`config.mk`:
```
export PLATFORM = sky130hd
export DESIGN_NAME = krt_ctrl
export DESIGN_NICKNAME = d
export VERILOG_FILES = /design/src/design/krt_pkg.sv /design/src/design/krt_ctrl.sv
export SDC_FILE = /design/constraint.sdc
export NUM_CORES = 1
export LEC_CHECK = 0
export BUFFER_PORTS_ARGS = -buffer_cell sky130_fd_sc_hd__buf_2
export CORE_MARGIN = 2
export CORE_UTILIZATION = 54
export DETAILED_ROUTE_END_ITERATION = 16
export PLACE_DENSITY = 0.89
export SLEW_MARGIN = 10
export SYNTH_ARGS = -nofsm -noshare
export SYNTH_HDL_FRONTEND = slang
export SYNTH_SLANG_ARGS = --single-unit
```
`constraint.sdc`:
```
create_clock -name clk -period 8.97 [get_ports clk]
set_input_delay 2.691 -clock clk [delete_from_list [all_inputs] [get_ports clk]]
set_output_delay 2.691 -clock clk [all_outputs]
set_load 0.03 [all_outputs]
```
`src/design/krt_pkg.sv`:
```
// Shared types and codes for the keyed record table.
package krt_pkg;

    localparam int KEY_W  = 31;
    localparam int AMT_W  = 31;
    localparam int GRP_W  = 16;
    localparam int KIND_W = 3;
    localparam int STAT_W = 2;

    localparam logic [KIND_W-1:0] KIND_LOAD   = 3'd0;
    localparam logic [KIND_W-1:0] KIND_ADD    = 3'd1;
    localparam logic [KIND_W-1:0] KIND_UPDATE = 3'd2;
    localparam logic [KIND_W-1:0] KIND_DELETE = 3'd3;
    localparam logic [KIND_W-1:0] KIND_READ   = 3'd4;

    localparam logic [STAT_W-1:0] STAT_OK    = 2'd0;
    localparam logic [STAT_W-1:0] STAT_MISS  = 2'd1;
    localparam logic [STAT_W-1:0] STAT_EMPTY = 2'd2;
    localparam logic [STAT_W-1:0] STAT_FULL  = 2'd3;

    typedef struct packed {
        logic [KEY_W-1:0] key;
        logic [AMT_W-1:0] amount;
        logic [GRP_W-1:0] group;
    } rec_t;

    typedef struct packed {
        logic rd_en;
        logic wr_en;
    } mem_ctl_t;

    typedef enum logic [1:0] {
        ST_IDLE,
        ST_SEARCH,
        ST_SHIFT,
        ST_READ
    } state_t;

endpackage

```
`src/design/krt_ctrl.sv`:
```
// Sequencer with the shared scan pointer and key comparator of the record table.
module krt_ctrl #(
    parameter int TABLE_DEPTH = 1024,
    localparam int AW = $clog2(TABLE_DEPTH),
    localparam int CW = $clog2(TABLE_DEPTH + 1)
) (
    input  logic                         clk,
    input  logic                         rst_n,
    input  logic                         start,
    input  logic [krt_pkg::KIND_W-1:0]   kind,
    input  logic [krt_pkg::KEY_W-1:0]    key,
    input  logic [krt_pkg::AMT_W-1:0]    amount,
    input  logic [krt_pkg::GRP_W-1:0]    group,
    output logic                         busy,
    output logic                         done,
    output logic [krt_pkg::STAT_W-1:0]   status,
    output logic [krt_pkg::KEY_W-1:0]    record_key,
    output logic [krt_pkg::AMT_W-1:0]    record_amount,
    output logic [krt_pkg::GRP_W-1:0]    record_group,
    output logic [CW-1:0]                entry_count,
    output krt_pkg::mem_ctl_t            mem_ctl,
    output logic [AW-1:0]                rd_addr,
    output logic [AW-1:0]                wr_addr,
    output krt_pkg::rec_t                wr_data,
    input  krt_pkg::rec_t                rd_data
);
    import krt_pkg::*;

    localparam logic [CW-1:0] FULL_COUNT = CW'(TABLE_DEPTH);
    localparam logic [CW-1:0] ONE        = CW'(1);

    state_t             state_reg, state_next;
    logic [KIND_W-1:0]  op_kind_reg;
    rec_t               op_rec_reg;
    logic [CW-1:0]      ptr_reg, ptr_next;
    logic [CW-1:0]      lag_reg, lag_next;
    logic               vld_reg, vld_next;
    logic [CW-1:0]      fill_reg, fill_next;
    logic [KEY_W-1:0]   nk_reg, nk_next;
    logic               done_reg, done_next;
    logic [STAT_W-1:0]  status_reg, status_next;
    rec_t               res_reg, res_next;

    logic               accept;
    logic               hit;
    logic               more;
    logic               full;
    logic               empty;
    logic               pos_out;

    assign accept  = start && (state_reg == ST_IDLE);
    assign hit     = vld_reg && (rd_data.key == op_rec_reg.key);
    assign more    = ptr_reg < fill_reg;
    assign full    = fill_reg == FULL_COUNT;
    assign empty   = fill_reg == '0;
    assign pos_out = key >= KEY_W'(fill_reg);

    always_comb
    begin
        state_next = state_reg;
        unique case (state_reg)
            ST_IDLE:
            begin
                if (start)
                begin
                    unique case (kind) inside
                        KIND_UPDATE: state_next = ST_SEARCH;
                        KIND_DELETE: state_next = empty ? ST_IDLE : ST_SEARCH;
                        KIND_READ:   state_next = (empty || pos_out) ? ST_IDLE : ST_READ;
                        default:     state_next = ST_IDLE;
                    endcase
                end
            end
            ST_SEARCH:
            begin
                if (hit)
                begin
                    state_next = (op_kind_reg == KIND_DELETE) ? ST_SHIFT : ST_IDLE;
                end
                else if (!more && !vld_reg)
                begin
                    state_next = ST_IDLE;
                end
            end
            ST_SHIFT:
            begin
                if (!more && !vld_reg)
                begin
                    state_next = ST_IDLE;
                end
            end
            ST_READ:     state_next = ST_IDLE;
            default:     state_next = ST_IDLE;
        endcase
    end

    always_comb
    begin
        mem_ctl     = '0;
        rd_addr     = ptr_reg[AW-1:0];
        wr_addr     = lag_reg[AW-1:0];
        wr_data     = rd_data;
        ptr_next    = ptr_reg;
        lag_next    = lag_reg;
        vld_next    = 1'b0;
        fill_next   = fill_reg;
        nk_next     = nk_reg;
        done_next   = 1'b0;
        status_next = status_reg;
        res_next    = res_reg;
        unique case (state_reg)
            ST_IDLE:
            begin
                if (start)
                begin
                    ptr_next = '0;
                    unique case (kind) inside
                        KIND_LOAD, KIND_ADD:
                        begin
                            done_next = 1'b1;
                            if (full)
                            begin
                                status_next = STAT_FULL;
                                res_next    = '0;
                            end
                            else
                            begin
                                wr_addr        = fill_reg[AW-1:0];
                                wr_data.key    = (kind == KIND_ADD) ? nk_reg + KEY_W'(1) : key;
                                wr_data.amount = amount;
                                wr_data.group  = group;
                                mem_ctl.wr_en  = 1'b1;
                                fill_next      = fill_reg + ONE;
                                nk_next        = (kind == KIND_ADD) ? nk_reg + KEY_W'(1)
                                                                    : KEY_W'(fill_reg + ONE);
                                status_next    = STAT_OK;
                                res_next       = wr_data;
                            end
                        end
                        KIND_UPDATE:
                        begin
                        end
                        KIND_DELETE:
                        begin
                            if (empty)
                            begin
                                done_next   = 1'b1;
                                status_next = STAT_EMPTY;
                                res_next    = '0;
                            end
                        end
                        KIND_READ:
                        begin
                            if (empty || pos_out)
                            begin
                                done_next   = 1'b1;
                                status_next = empty ? STAT_EMPTY : STAT_MISS;
                                res_next    = '0;
                            end
                            else
                            begin
                                rd_addr       = key[AW-1:0];
                                mem_ctl.rd_en = 1'b1;
                            end
                        end
                        default:
                        begin
                            done_next   = 1'b1;
                            status_next = STAT_OK;
                            res_next    = '0;
                        end
                    endcase
                end
            end
            ST_SEARCH:
            begin
                if (hit)
                begin
                    if (op_kind_reg == KIND_DELETE)
                    begin
                        // hold the removed record until the gap is closed
                        res_next = rd_data;
                    end
                    else
                    begin
                        wr_data       = op_rec_reg;
                        mem_ctl.wr_en = 1'b1;
                        done_next     = 1'b1;
                        status_next   = STAT_OK;
                        res_next      = op_rec_reg;
                    end
                end
                else if (more)
                begin
                    // compare the previous entry while fetching the next
                    mem_ctl.rd_en = 1'b1;
                    lag_next      = ptr_reg;
                    ptr_next      = ptr_reg + ONE;
                    vld_next      = 1'b1;
                end
                else if (!vld_reg)
                begin
                    done_next   = 1'b1;
                    status_next = STAT_MISS;
                    res_next    = '0;
                end
            end
            ST_SHIFT:
            begin
                mem_ctl.wr_en = vld_reg;
                if (more)
                begin
                    // move entry ptr down to ptr - 1 in the next cycle
                    mem_ctl.rd_en = 1'b1;
                    lag_next      = ptr_reg - ONE;
                    ptr_next      = ptr_reg + ONE;
                    vld_next      = 1'b1;
                end
                else if (!vld_reg)
                begin
                    fill_next   = fill_reg - ONE;
                    done_next   = 1'b1;
                    status_next = STAT_OK;
                end
            end
            ST_READ:
            begin
                done_next   = 1'b1;
                status_next = STAT_OK;
                res_next    = rd_data;
            end
            default:
            begin
            end
        endcase
    end

    always_ff @(posedge clk or negedge rst_n)
    begin
        if (!rst_n)
        begin
            state_reg  <= ST_IDLE;
            vld_reg    <= 1'b0;
            fill_reg   <= '0;
            nk_reg     <= '0;
            done_reg   <= 1'b0;
            status_reg <= STAT_OK;
        end
        else
        begin
            state_reg  <= state_next;
            vld_reg    <= vld_next;
            fill_reg   <= fill_next;
            nk_reg     <= nk_next;
            done_reg   <= done_next;
            status_reg <= status_next;
        end
    end

    always_ff @(posedge clk)
    begin
        if (accept)
        begin
            op_kind_reg       <= kind;
            op_rec_reg.key    <= key;
            op_rec_reg.amount <= amount;
            op_rec_reg.group  <= group;
        end
        ptr_reg <= ptr_next;
        lag_reg <= lag_next;
        res_reg <= res_next;
    end

    assign busy          = state_reg != ST_IDLE;
    assign done          = done_reg;
    assign status        = status_reg;
    assign record_key    = res_reg.key;
    assign record_amount = res_reg.amount;
    assign record_group  = res_reg.group;
    assign entry_count   = fill_reg;

endmodule

```
Word-level counts from Yosys, hierarchy flattened
Index checks and enable logic that the tools add are counted.

storage, ports and cells
  input port bits = 162
  logic and storage cells = 148
  register bits = 228
  output and inout bits = 193

operators by class
  $add $sub $neg = 6
  mux-type cells = 79
  reduce and logical (&&, ||, !) cells = 21
  bitwise gates (word level) = 1
  equal/unequal tests = 24
  magnitude comparators = 2

operator list
  cell                     number
  $mux W78                 12
  $pmux W78 S4             1
  $pmux W78 S3             1
  $pmux W78 S2             1
  $mux W10                 11
  $mux W11                 8
  $mux W31                 2
  $mux W2                  17
  $pmux W11 S3             1
  $add A31 B1 Y31 const B  1
  $eq A31 B31 Y1           1
  $ge A31 B11 Y1           1
  $pmux W2 S4              3
  $add A11 B1 Y11 const B  2
  $pmux W11 S2             1
  $pmux W10 S2             1
  $ne A2 B2 Y1 const B     8
  $mux W1                  15
  $add A11 B1 Y12 const B  1
  $ne A3 B3 Y1 const B     4
  $pmux W2 S3              2
  $eq A11 B11 Y1 const B   1
  $logic_not A11 Y1        1
  $lt A11 B11 Y1           1
  26 further kinds         36

Longest topological paths before layout
Gate-level depths: netlist (run 1).

  depth in word-level cells = 6
  mapped depth = 11
  depth with buffers taken out = 11

Least setup slack after synthesis (run 1)
OpenSTA, ideal clock, no wires.

  path type = input to register
  from = input port key[16] (netlist bit)
  to = register res_reg (netlist bit record_amount[0]), enable pin
  arrival time = 9,099 ps
  slack = -739 ps
  path buffers = 0
  setup time = 610 ps
  cell stages on the path = 6
  cells stage by stage = nor4_1 nand3_1 a311o_1 nand3_1 a21oi_1 nor3_1

on the way
  longest elaborated chain between the ends = 4

RTL lines
  item                                RTL line         text
  start: declaration                  krt_ctrl.sv:11   input logic [krt_pkg::KEY_W-1:0] key,
  $ge A31 B11 Y1                      krt_ctrl.sv:56   assign pos_out = key >= KEY_W'(fill_reg);
  $logic_or A1 B1 Y1                  krt_ctrl.sv:154  if (empty || pos_out)
  $ne A3 B2 Y1 (no source line)       n/a
  $reduce_and A7 Y1 (no source line)  n/a
  end signal: assignment              krt_ctrl.sv:271  res_reg <= res_next;
  end: declaration                    krt_ctrl.sv:42   rec_t res_reg, res_next;

No other way between the ends.
A chain may end at the register's enable or synchronous reset.

==> results.ini, run 1 <==
[yosys]
synth_top_area_share_pct = 40.5
syn_area_per_cell_um2 = 10.9
synth_adder_area_share_pct = 3.81
synth_area_leaders = edfxtp_1 (41%), a221o_1 (11%), dfrtp_1 (9.0%), xnor2_1 (5.0%), ha_1 (3.7%)
ys.flop_type = edfxtp_1
synth_compound_area_share_pct = 20.9
synth_top_family_by_area = compound AO/OA/AOI/OAI gates
synth-xor-area-share_pct = 6.24
synth-edff-count = 180
synth-seq-area-share_pct = 49.5
yosys.area_share.simple_pct = 13.8
yosys_warnings = 0
synthMuxAreaShare_pct = 2.23
ys_ff_latch = 228
syn_area_mm2 = 0.0133
async_flop_share_pct = 21.1
synth_nets = 1421
syn_inst = 1219
synth_cell_types = 58
yosysTopAreaCell = edfxtp_1
synth_common_cells = edfxtp_1 (180), a221o_1 (149), nor2_1 (77)
post-synth-top-count-cell = edfxtp_1

[routing]
avgRoutedWirePerCell_um = 25.0
firstDrtPassIters = 6
drtIter0Drc = 2106
dr_total_vias = 12800
viasPerCell = 6.76
ant_nets = 0
drc = 0
drt_wl_total_um = 47300

[sta]
setup-tns-final_ns = 0
min_period_over_period_pct = 92.3
slew_viol_final = 0
worst_slew_pin_slew_ns = 1.16
skew_ns = 0.0109
max_freq_mhz = 121
hold_viol = 0
setup_viol = 0
relSlewSlack_pct = 22.4
rsz0062_at_grt = false
min_period_ns = 8.28

[worst_hold_path]
hp-class = flip-flop to flip-flop

[finish]
multi_input_area_mm2 = 0.00631
post-route-cell-area_mm2 = 0.0163
num-fill-cells = 1819
fin_nets = 1745
register_area_mm2 = 0.00661
drive_gt1_share_pct = 28.6
largest_register_ffs = 78
final_core_util_pct = 67.2
syn_to_final_growth_pct = 22.1

[floorplan]
core_area_mm2 = 0.0242
start_util_pct = 55.0
dieArea_mm2 = 0.0260
die_width_um = 161
ios = 355
rows = 57
die_height_um = 161

[placed_design]
port_buffers = 354
dp_hpwl_um = 33900
postPlaceCellArea_mm2 = 0.0154
place.gp.congestion = 1.00

[setup_path]
path_buf_inv = 4
cp_slowest_cell = nor4_1
cp_data_required_time_ns = 6.28
cp_common_cell = buf_2
cp-end-kind = output pin
start_kind = input pin
crit_family = simple AND/OR/NAND/NOR gates
cp.arrival_ns = 5.59
crit_type = input pin to output pin
crit_path_max_incr_delay_ns = 0.59
crit_chain = buf_2 -> xnor2_1 -> nand4_1 -> nor4_1 -> buf_4 -> nand3_1 -> or2_1 -> nand2_2 -> buf_12 -> a221o_1 -> buf_2
worstPathMaxFanout = 56

[clocking]
insertion_delay_ns = 0.53
post-cts-setup-buffer-count = 0
root_buffer = clkbuf_16
cts_made_buffers = 25
ctsHtreeMaxLevel = 1
cts_hold_buf = 0
cts_resized = 0
clkSinkCount = 228
path_clk_slew_ns = 0.06
cts_buffer_depth = 3
cts_tree = done

[power]
combPwrFrac_pct = 47.9
swShare_pct = 45.2
power_switching_mw = 2.60
leakage_nw = 6.75
p_int_mw = 3.15
clockPowerShare_pct = 18.4
seq_power_share_pct = 33.7
peakVddDrop_uv = 289
power.density_mw_per_mm2 = 354

[grt]
grt_first_pass_wirelength_um = 70400
gr-total-overflow = 0
grt_max_degree = 89
antenna_found_initial = 8
first_global_vias = 11900
grtUsageTotal_pct = 35.1

[status]
outcome = complete, no violations

[job]
maxCapViolations = 0

-- path summary, 6_finish.rpt --
kind / from / endpoint / slack [ns] / cells past startpoint
min in group asynchronous: rst_n / entry_count[1] / 2.28 / 2
worst min register to register: nk_reg[29] / nk_reg[29] / 0.49 / 1
worst max register to register: op_rec_reg[73] / record_key[0] / 5.13 / 9
max in group asynchronous: rst_n / status[1] / 6.22 / 2
worst max-delay path: rd_data[73] / wr_data[55] / 0.69 / 11
worst min-delay path: nk_reg[29] / nk_reg[29] / 0.49 / 1
-- power groups by stage --
stage               Clock [mW]  Combinational [mW]  Sequential [mW]
floorplan                    0                1.48             2.31
global placement             0                2.65             1.93
detailed placement           0                2.71             1.94
CTS                       1.06                2.72             1.93
global route              1.10                2.91             1.98
finish                    1.06                2.76             1.94
-- kinds of logic after synthesis --
family / after synthesis
and+or+nand+nor: 353
AOI/OAI and AO/OA: 361
DFF: 228
muxes: 28
adders and majority gates: 40
xor gates and xnor gates: 95
buffers and inverters: 114
-- per-stage QoR --
step                      power, mW  cells  setup WS [ns]  hold slack [ns]
final                          5.76   1891          0.689            0.486
after CTS                      5.71   1885          0.774            0.492
after global routing           6.00   1890          0.660            0.540
after floorplan                3.79   1219          0.387            0.450
after detailed placement       4.66   1840          0.800            0.482
after global placement         4.58   1840          0.760            0.474
-- worst reg2reg max path: stages (launching register included) --
cell and delay [ns]:
edfxtp_1 0.41, xnor2_1 0.41, nand4_1 0.18, nor4_1 0.59, buf_4 0.24, nand3_1 0.18, buf_4 0.24, o21ai_4 0.62
buf_4 0.47, a221o_1 0.31
-- per-layer routing --
| metal | share of wire, % | wire (µm) | global-route usage (%) | vias to the layer above |
|---|---|---|---|---|
| met2 | 47 | 22200 | 57.1 | 1044 |
| met3 | 11 | 5350 | 7.04 | 208 |
| li1 | - | - | - | 5443 |
| met1 | 36 | 16800 | 45.1 | 6074 |
| met4 | 6.0 | 2840 | 17.3 | 6 |
| met5 | 0.085 | 40 | 0 | - |
-- cell type report --
cell class	count	area share (%)
Tap cell	324	2.49
Antenna cell	6	0.0922
Clock buffer	29	3.93
Inverter	33	0.768
Clock inverter	16	1.17
Sequential cell	228	40.6
Multi-Input combinational cell	877	38.8
Timing Repair Buffer	378	12.2
-- cell usage in the layout, fill, tap and decap left out, types with 5 or more instances in the layout --
master / count
mux2_2: 10
xnor2_1: 76
or2_2: 6
ha_1: 39
diode_2: 6
o31ai_1: 8
buf_2: 354
mux2i_1: 17
nor2_1: 76
nand2b_1: 5
clkinv_1: 5
nand4_1: 33
a211oi_1: 38
a21oi_1: 47
dfrtp_1: 48
o21ai_0: 71
a21o_1: 5
buf_4: 21
clkbuf_16: 25
nand3_1: 18
o22ai_1: 6
and3_1: 14
a31oi_1: 11
xor2_1: 19
a221o_1: 149
nor3_1: 19
and4_1: 8
edfxtp_1: 180
and2_1: 60
inv_1: 31
nand2_1: 73
or3_1: 7
nor4_1: 15
No activity file was read; power rests on OpenSTA's default activity.
==> inputs of run 2 (changes only) <==
--- a/config.mk
+++ b/config.mk
@@ -6,10 +6,12 @@
 export NUM_CORES = 1
 export LEC_CHECK = 0
 export BUFFER_PORTS_ARGS = -buffer_cell sky130_fd_sc_hd__buf_2
+export CORE_ASPECT_RATIO = 0.75
 export CORE_MARGIN = 2
 export CORE_UTILIZATION = 54
 export DETAILED_ROUTE_END_ITERATION = 16
 export PLACE_DENSITY = 0.89
+export SETUP_SLACK_MARGIN = 0.05
 export SLEW_MARGIN = 10
 export SYNTH_ARGS = -nofsm -noshare
 export SYNTH_HDL_FRONTEND = slang
==> run 2 against run 1 <==
Compared with the run above:
- die area about the same
- cell count up 0.26%
- routed wire length up 0.37%
- worst setup slack better by 0.096 ns
- clock skew up 0.012 ns
- global-route usage about the same
- clock-buffer cell count up 3
- worst hold slack better by 0.023 ns
- largest cell class unchanged
==> results.ini, run 2 (same netlist as run 1, synthesis figures left out) <==
[finish]
mostFrequentLayoutCells = buf_2 (354), edfxtp_1 (180), a221o_1 (149)
drive_gt1_share_pct = 28.3  ; -0.23 points
largest_register_ffs = 78  ; unchanged
fin_nets = 1740  ; -0.29%
final_cells = 1896  ; +0.26%
num-fill-cells = 1844  ; +1.4%
syn_to_final_growth_pct = 21.9
layout_commonest_cell = buf_2
post-route-cell-area_mm2 = 0.0163  ; -0.16%

[worst_hold_path]
hold_start = nk_reg[29]
min_to = nk_reg[29]
min_path_cells = 1  ; unchanged
hp-class = flip-flop to flip-flop

[placed_design]
pre_cts_slack_ns = 0.854  ; +0.0541 ns
postPlaceCellArea_mm2 = 0.0154  ; -0.22%
dp_hpwl_um = 34100  ; +0.35%
port_buffers = 354  ; unchanged
post-place-cells = 1843  ; +0.16%
place.gp.congestion = 0.974  ; -2.7%

[routing]
viasPerCell = 6.65  ; -1.5%
drt_wl_total_um = 47400  ; +0.37%
drc = 0  ; unchanged
avgRoutedWirePerCell_um = 25.0  ; +0.10%
firstDrtPassIters = 5  ; -1
ant_nets = 0  ; unchanged
drtIter0Drc = 1572  ; -25%
dr_total_vias = 12600  ; -1.3%

[floorplan]
ios = 355  ; unchanged
rows = 49  ; -14%
start_util_pct = 55.3  ; +0.35 points
dieArea_mm2 = 0.0260  ; about the same
core_area_mm2 = 0.0241  ; -0.63%
die_height_um = 140  ; -13%
die_width_um = 185  ; +15%

[power]
power.density_mw_per_mm2 = 353  ; -0.19%
peakVddDrop_uv = 264  ; -8.5%
leakage_nw = 6.74  ; -0.24%

[clocking]
cts_hold_buf = 0  ; unchanged
cts_buffer_depth = 3  ; unchanged
clkSinkCount = 228  ; unchanged
ctsHtreeMaxLevel = 1  ; unchanged
cts_tree = done
cts_made_buffers = 24  ; -4.0%
insertion_delay_ns = 0.53  ; about the same
cts_resized = 0  ; unchanged
root_buffer = clkbuf_16
post-cts-setup-buffer-count = 0  ; unchanged
path_clk_slew_ns = 0.06  ; about the same

[grt]
grt_max_degree = 82  ; -7.9%
grtUsageTotal_pct = 35.1  ; +0.037 points
antenna_found_initial = 12  ; +4
first_global_vias = 11800  ; -1.3%
gr-total-overflow = 0  ; unchanged
grt_first_pass_wirelength_um = 69700  ; -1.0%

[setup_path]
path_buf_inv = 5  ; +1
cp_data_required_time_ns = 6.28  ; about the same
ff2ff_path_depth = 9  ; unchanged
cp-end-kind = output pin
worstPathMaxFanout = 74  ; +32%
crit_type = input pin to output pin
r2r_start = op_rec_reg[62]
regToRegSetupSlack_ns = 5.08  ; -0.05 ns
crit_family = simple AND/OR/NAND/NOR gates
cp.arrival_ns = 5.49  ; -0.10 ns
crit_path_max_incr_delay_ns = 0.52  ; -0.07 ns
start_kind = input pin
worstReg2RegEnd = record_amount[4]
cp_slowest_cell = nor4_1
crit_chain = buf_2 -> xnor2_1 -> nand4_1 -> nor4_1 -> buf_4 -> nand3_1 -> buf_4 -> or2_1 -> nand2_2 -> buf_12 -> a221o_1 -> buf_2

[sta]
setup_ws_ns = 0.785  ; +0.0959 ns
setup-tns-final_ns = 0  ; unchanged
hold_viol = 0  ; unchanged
max_freq_mhz = 122  ; +1.2%
relSlewSlack_pct = 19.5  ; -2.9 points
worst_slew_pin_slew_ns = 1.21  ; +0.0437 ns
min_period_ns = 8.19  ; -0.0959 ns
slew_viol_final = 0  ; unchanged
rsz0062_at_grt = false
setup_viol = 0  ; unchanged
hold_slack_ns = 0.509  ; +0.0227 ns
min_period_over_period_pct = 91.3  ; -1.1 points
skew_ns = 0.0225  ; +0.0115 ns

[job]
maxCapViolations = 0  ; unchanged

[status]
outcome = complete, no violations

run 2: cell count changes in the layout (fill, tap and decap cells not counted), moves of 2 or more:
cell and delta:
buf_4 -3, clkbuf_8 +3, diode_2 +3, clkinvlp_4 -2
run 2: through the flow:
stage	total power, mW	util, %
finish	5.74	67.5
floorplan	3.79	-
global route	5.99	67.5
detailed placement	4.65	63.9
global placement	4.57	63.9
CTS	5.71	67.4
run 2: cell type report:
| class | count | area [µm²] | share of cell area, % |
|---|---|---|---|
| Sequential cell | 228 | 6610 | 40.6 |
| Multi-Input combinational cell | 877 | 6310 | 38.8 |
| Timing Repair Buffer | 374 | 1950 | 12.0 |
| Clock buffer | 32 | 661 | 4.06 |
| Tap cell | 331 | 414 | 2.55 |
| Clock inverter | 12 | 170 | 1.05 |
| Inverter | 33 | 125 | 0.770 |
| Antenna cell | 9 | 22.5 | 0.139 |
run 2: where the power goes:
part / switching [mW] / internal [mW] / total, mW
Clock: 0.425 / 0.633 / 1.06
Combinational: 1.88 / 0.852 / 2.73
Sequential: 0.279 / 1.67 / 1.95
Total: 2.59 / 3.15 / 5.74
run 2: metal layers:
metal	GRT usage, %	vias to the layer above	wire [µm]
met4	16.6	8	2350
li1	-	5447	-
met1	46.7	6040	17700
met3	9.93	162	5800
met2	53.4	958	21500
met5	0	-	54
run 2: worst reg2reg max path, cell delays in order, from the launching register on:
cell      delay [ns]
edfxtp_1        0.48
xnor2_1         0.36
nand4_1         0.17
nor4_1          0.52
buf_4           0.24
nand3_1         0.08
buf_4           0.21
o21ai_4         0.86
buf_4           0.58
a221o_1         0.26
run 2: worst max-delay path by stage:
stage | startpoint | endpoint | slack (ns) | cells after the start
4_1_cts | rd_data[62] | wr_data[61] | 0.84 | 12
5_1_grt | rd_data[62] | wr_data[16] | 0.75 | 12
6_report | rd_data[62] | wr_data[61] | 0.78 | 12
3_5_place_dp | rd_data[62] | wr_data[61] | 0.85 | 12
3_3_place_gp | rd_data[62] | wr_data[61] | 0.89 | 12
2_1_floorplan | start | wr_addr[0] | 0.39 | 6
==> inputs of run 3 (changes only) <==
==> constraint.sdc (replaced) <==
create_clock -name clk -period 8.17 [get_ports clk]
set_input_delay 2.451 -clock clk [delete_from_list [all_inputs] [get_ports clk]]
set_output_delay 2.451 -clock clk [all_outputs]
set_load 0.03 [all_outputs]
==> run 3 against run 2 <==
Compared with the run above:
- total power grew 8.3%
- clock power is essentially flat
- worst setup slack lost 0.12 ns
- clock-buffer cell count grew 2
- non-clock buffer count grew 1
- largest power group unchanged
- critical path depth shrank 1
==> results.ini, run 3 (same netlist as run 1, synthesis figures left out) <==
[clocking]
cts_buffer_depth = 3  ; unchanged
clkSinkCount = 228  ; unchanged
cts_made_buffers = 24  ; unchanged
path_clk_slew_ns = 0.06  ; about the same
cts_hold_buf = 0  ; unchanged
ctsHtreeMaxLevel = 1  ; unchanged
insertion_delay_ns = 0.54  ; about the same
cts_resized = 0  ; unchanged
root_buffer = clkbuf_16
cts_tree = done
post-cts-setup-buffer-count = 0  ; unchanged

[routing]
drt_wl_total_um = 46300  ; -2.4%
ant_nets = 0  ; unchanged
drtIter0Drc = 1553  ; -1.2%
drc = 0  ; unchanged
viasPerCell = 6.60  ; -0.87%
dr_total_vias = 12500  ; -0.87%
avgRoutedWirePerCell_um = 24.4  ; -2.4%
firstDrtPassIters = 6  ; +1

[finish]
largest_register_ffs = 78  ; unchanged
final_core_util_pct = 67.3  ; -0.18 points
syn_to_final_growth_pct = 21.6
fin_nets = 1741  ; +0.057%
layout_commonest_cell = buf_2
drive_gt1_share_pct = 28.3  ; -0.082 points
num-fill-cells = 1861  ; +0.92%
mostFrequentLayoutCells = buf_2 (354), edfxtp_1 (180), a221o_1 (149)

[worst_hold_path]
hp-class = flip-flop to flip-flop
min_path_cells = 1  ; unchanged
min_to = nk_reg[29]
hold_start = nk_reg[29]

[setup_path]
cp_common_cell = buf_2
start_kind = input pin
crit_path_max_incr_delay_ns = 0.57  ; +0.05 ns
worstReg2RegEnd = record_key[1]
r2r_start = entry_count[10]
regToRegSetupSlack_ns = 4.54  ; -0.54 ns
cp_data_required_time_ns = 5.72  ; -0.56 ns
ff2ff_path_depth = 9  ; unchanged
worstPathMaxFanout = 52  ; -30%
crit_type = input pin to output pin
cp.arrival_ns = 5.05  ; -0.44 ns
cp-end-kind = output pin
crit_chain = buf_2 -> xnor2_1 -> nand4_1 -> nor4_1 -> nand3_1 -> buf_4 -> or2_1 -> nand2_2 -> buf_12 -> a221o_1 -> buf_2
cp_slowest_cell = nor4_1

[sta]
max_freq_mhz = 133
min_period_ns = 7.50
min_period_over_period_pct = 91.8
setup_viol = 0  ; unchanged
slew_viol_final = 0  ; unchanged
worst_slew_pin_slew_ns = 1.20  ; -0.0107 ns
hold_viol = 0  ; unchanged
relSlewSlack_pct = 20.2  ; +0.71 points
setup-tns-final_ns = 0  ; unchanged
rsz0062_at_grt = false
skew_ns = 0.0253  ; +0.00281 ns

[power]
power.density_mw_per_mm2 = 383  ; +8.5%
combPwrFrac_pct = 48.2  ; +0.6 points
swShare_pct = 45.5  ; +0.43 points
power_switching_mw = 2.83  ; +9.3%
seq_power_share_pct = 34.3  ; +0.4 points
p_int_mw = 3.39  ; +7.4%
clockPowerShare_pct = 17.5  ; -0.9 points
leakage_nw = 6.72  ; -0.29%
peakVddDrop_uv = 234  ; -12%

[grt]
gr-total-overflow = 0  ; unchanged
first_global_vias = 11800  ; +0.15%
grt_first_pass_wirelength_um = 68000  ; -2.5%
antenna_found_initial = 12  ; unchanged
grtUsageTotal_pct = 34.2  ; -0.97 points
grt_max_degree = 79  ; -3.7%

[status]
outcome = complete, no violations

[placed_design]
port_buffers = 354  ; unchanged
dp_hpwl_um = 33300  ; -2.3%
place.gp.congestion = 0.980  ; +0.59%

[floorplan]
start_util_pct = 55.3  ; unchanged
ios = 355  ; unchanged
die_height_um = 140  ; unchanged
dieArea_mm2 = 0.0260  ; unchanged
rows = 49  ; unchanged
die_width_um = 185  ; unchanged
core_area_mm2 = 0.0241  ; unchanged

[job]
maxCapViolations = 0  ; unchanged

run 3: cell count changes in the layout (fill, tap and decap cells not counted), sizes merged:
cell    previous run  this run
clkinv             9        10
buf              374       375
clkbuf            32        34
diode              9         8
bufinv             4         1
run 3: critical path: cells and delay by family:
family          cells  cell delay [ns]
buf+inv             4             0.82
simple gates        5             1.33
xor+xnor            1             0.16
compound gates      1             0.26
run 3: layer usage:
| metal | GRT usage, % | vias up | share of wire (%) |
|---|---|---|---|
| li1 | - | 5443 | - |
| met1 | 46.7 | 6083 | 39 |
| met2 | 51.0 | 824 | 44 |
| met3 | 9.05 | 145 | 11 |
| met4 | 16.0 | 10 | 5.3 |
| met5 | 0 | - | 0.14 |
run 3: layout make-up:
cell class,instances,area [µm²],share of cell area (%)
multi-input cells,877,6310,38.9
clock inverters,10,82.6,0.509
repair buffers,375,1970,12.1
flip-flops and latches,228,6610,40.7
clock buffers,34,688,4.24
inverters,33,125,0.772
diodes,8,20.0,0.123
well taps,331,414,2.55
run 3: power by group through the flow:
stage | clock network (mW) | logic (mW) | registers (mW)
3_5_place_dp | 0 | 2.96 | 2.14
2_1_floorplan | 0 | 1.62 | 2.54
4_1_cts | 1.09 | 2.97 | 2.12
3_3_place_gp | 0 | 2.89 | 2.12
5_1_grt | 1.13 | 3.19 | 2.17
6_report | 1.08 | 2.99 | 2.13
run 3: worst max-delay path by stage:
stage / end / from / slack, ns / depth (start not counted)
6_report: wr_data[69] / rd_data[58] / 0.67 / 11
5_1_grt: wr_data[54] / rd_data[65] / 0.47 / 10
3_3_place_gp: wr_data[69] / rd_data[65] / 0.74 / 11
4_1_cts: wr_data[69] / rd_data[47] / 0.68 / 11
2_1_floorplan: wr_addr[0] / start / 0.07 / 6
3_5_place_dp: wr_data[69] / rd_data[47] / 0.69 / 11
run 3: metrics by stage:
step	std cells	instance area, µm²	hold slack (ns)	power, mW	setup slack, ns
2_1_floorplan	1219	13300	0.450	4.16	0.0675
3_3_place_gp	1844	15400	0.469	5.02	0.744
3_5_place_dp	1844	15400	0.482	5.10	0.687
4_1_cts	1888	16200	0.491	6.18	0.681
5_1_grt	1894	16200	0.519	6.49	0.467
6_report	1896	16200	0.495	6.21	0.666
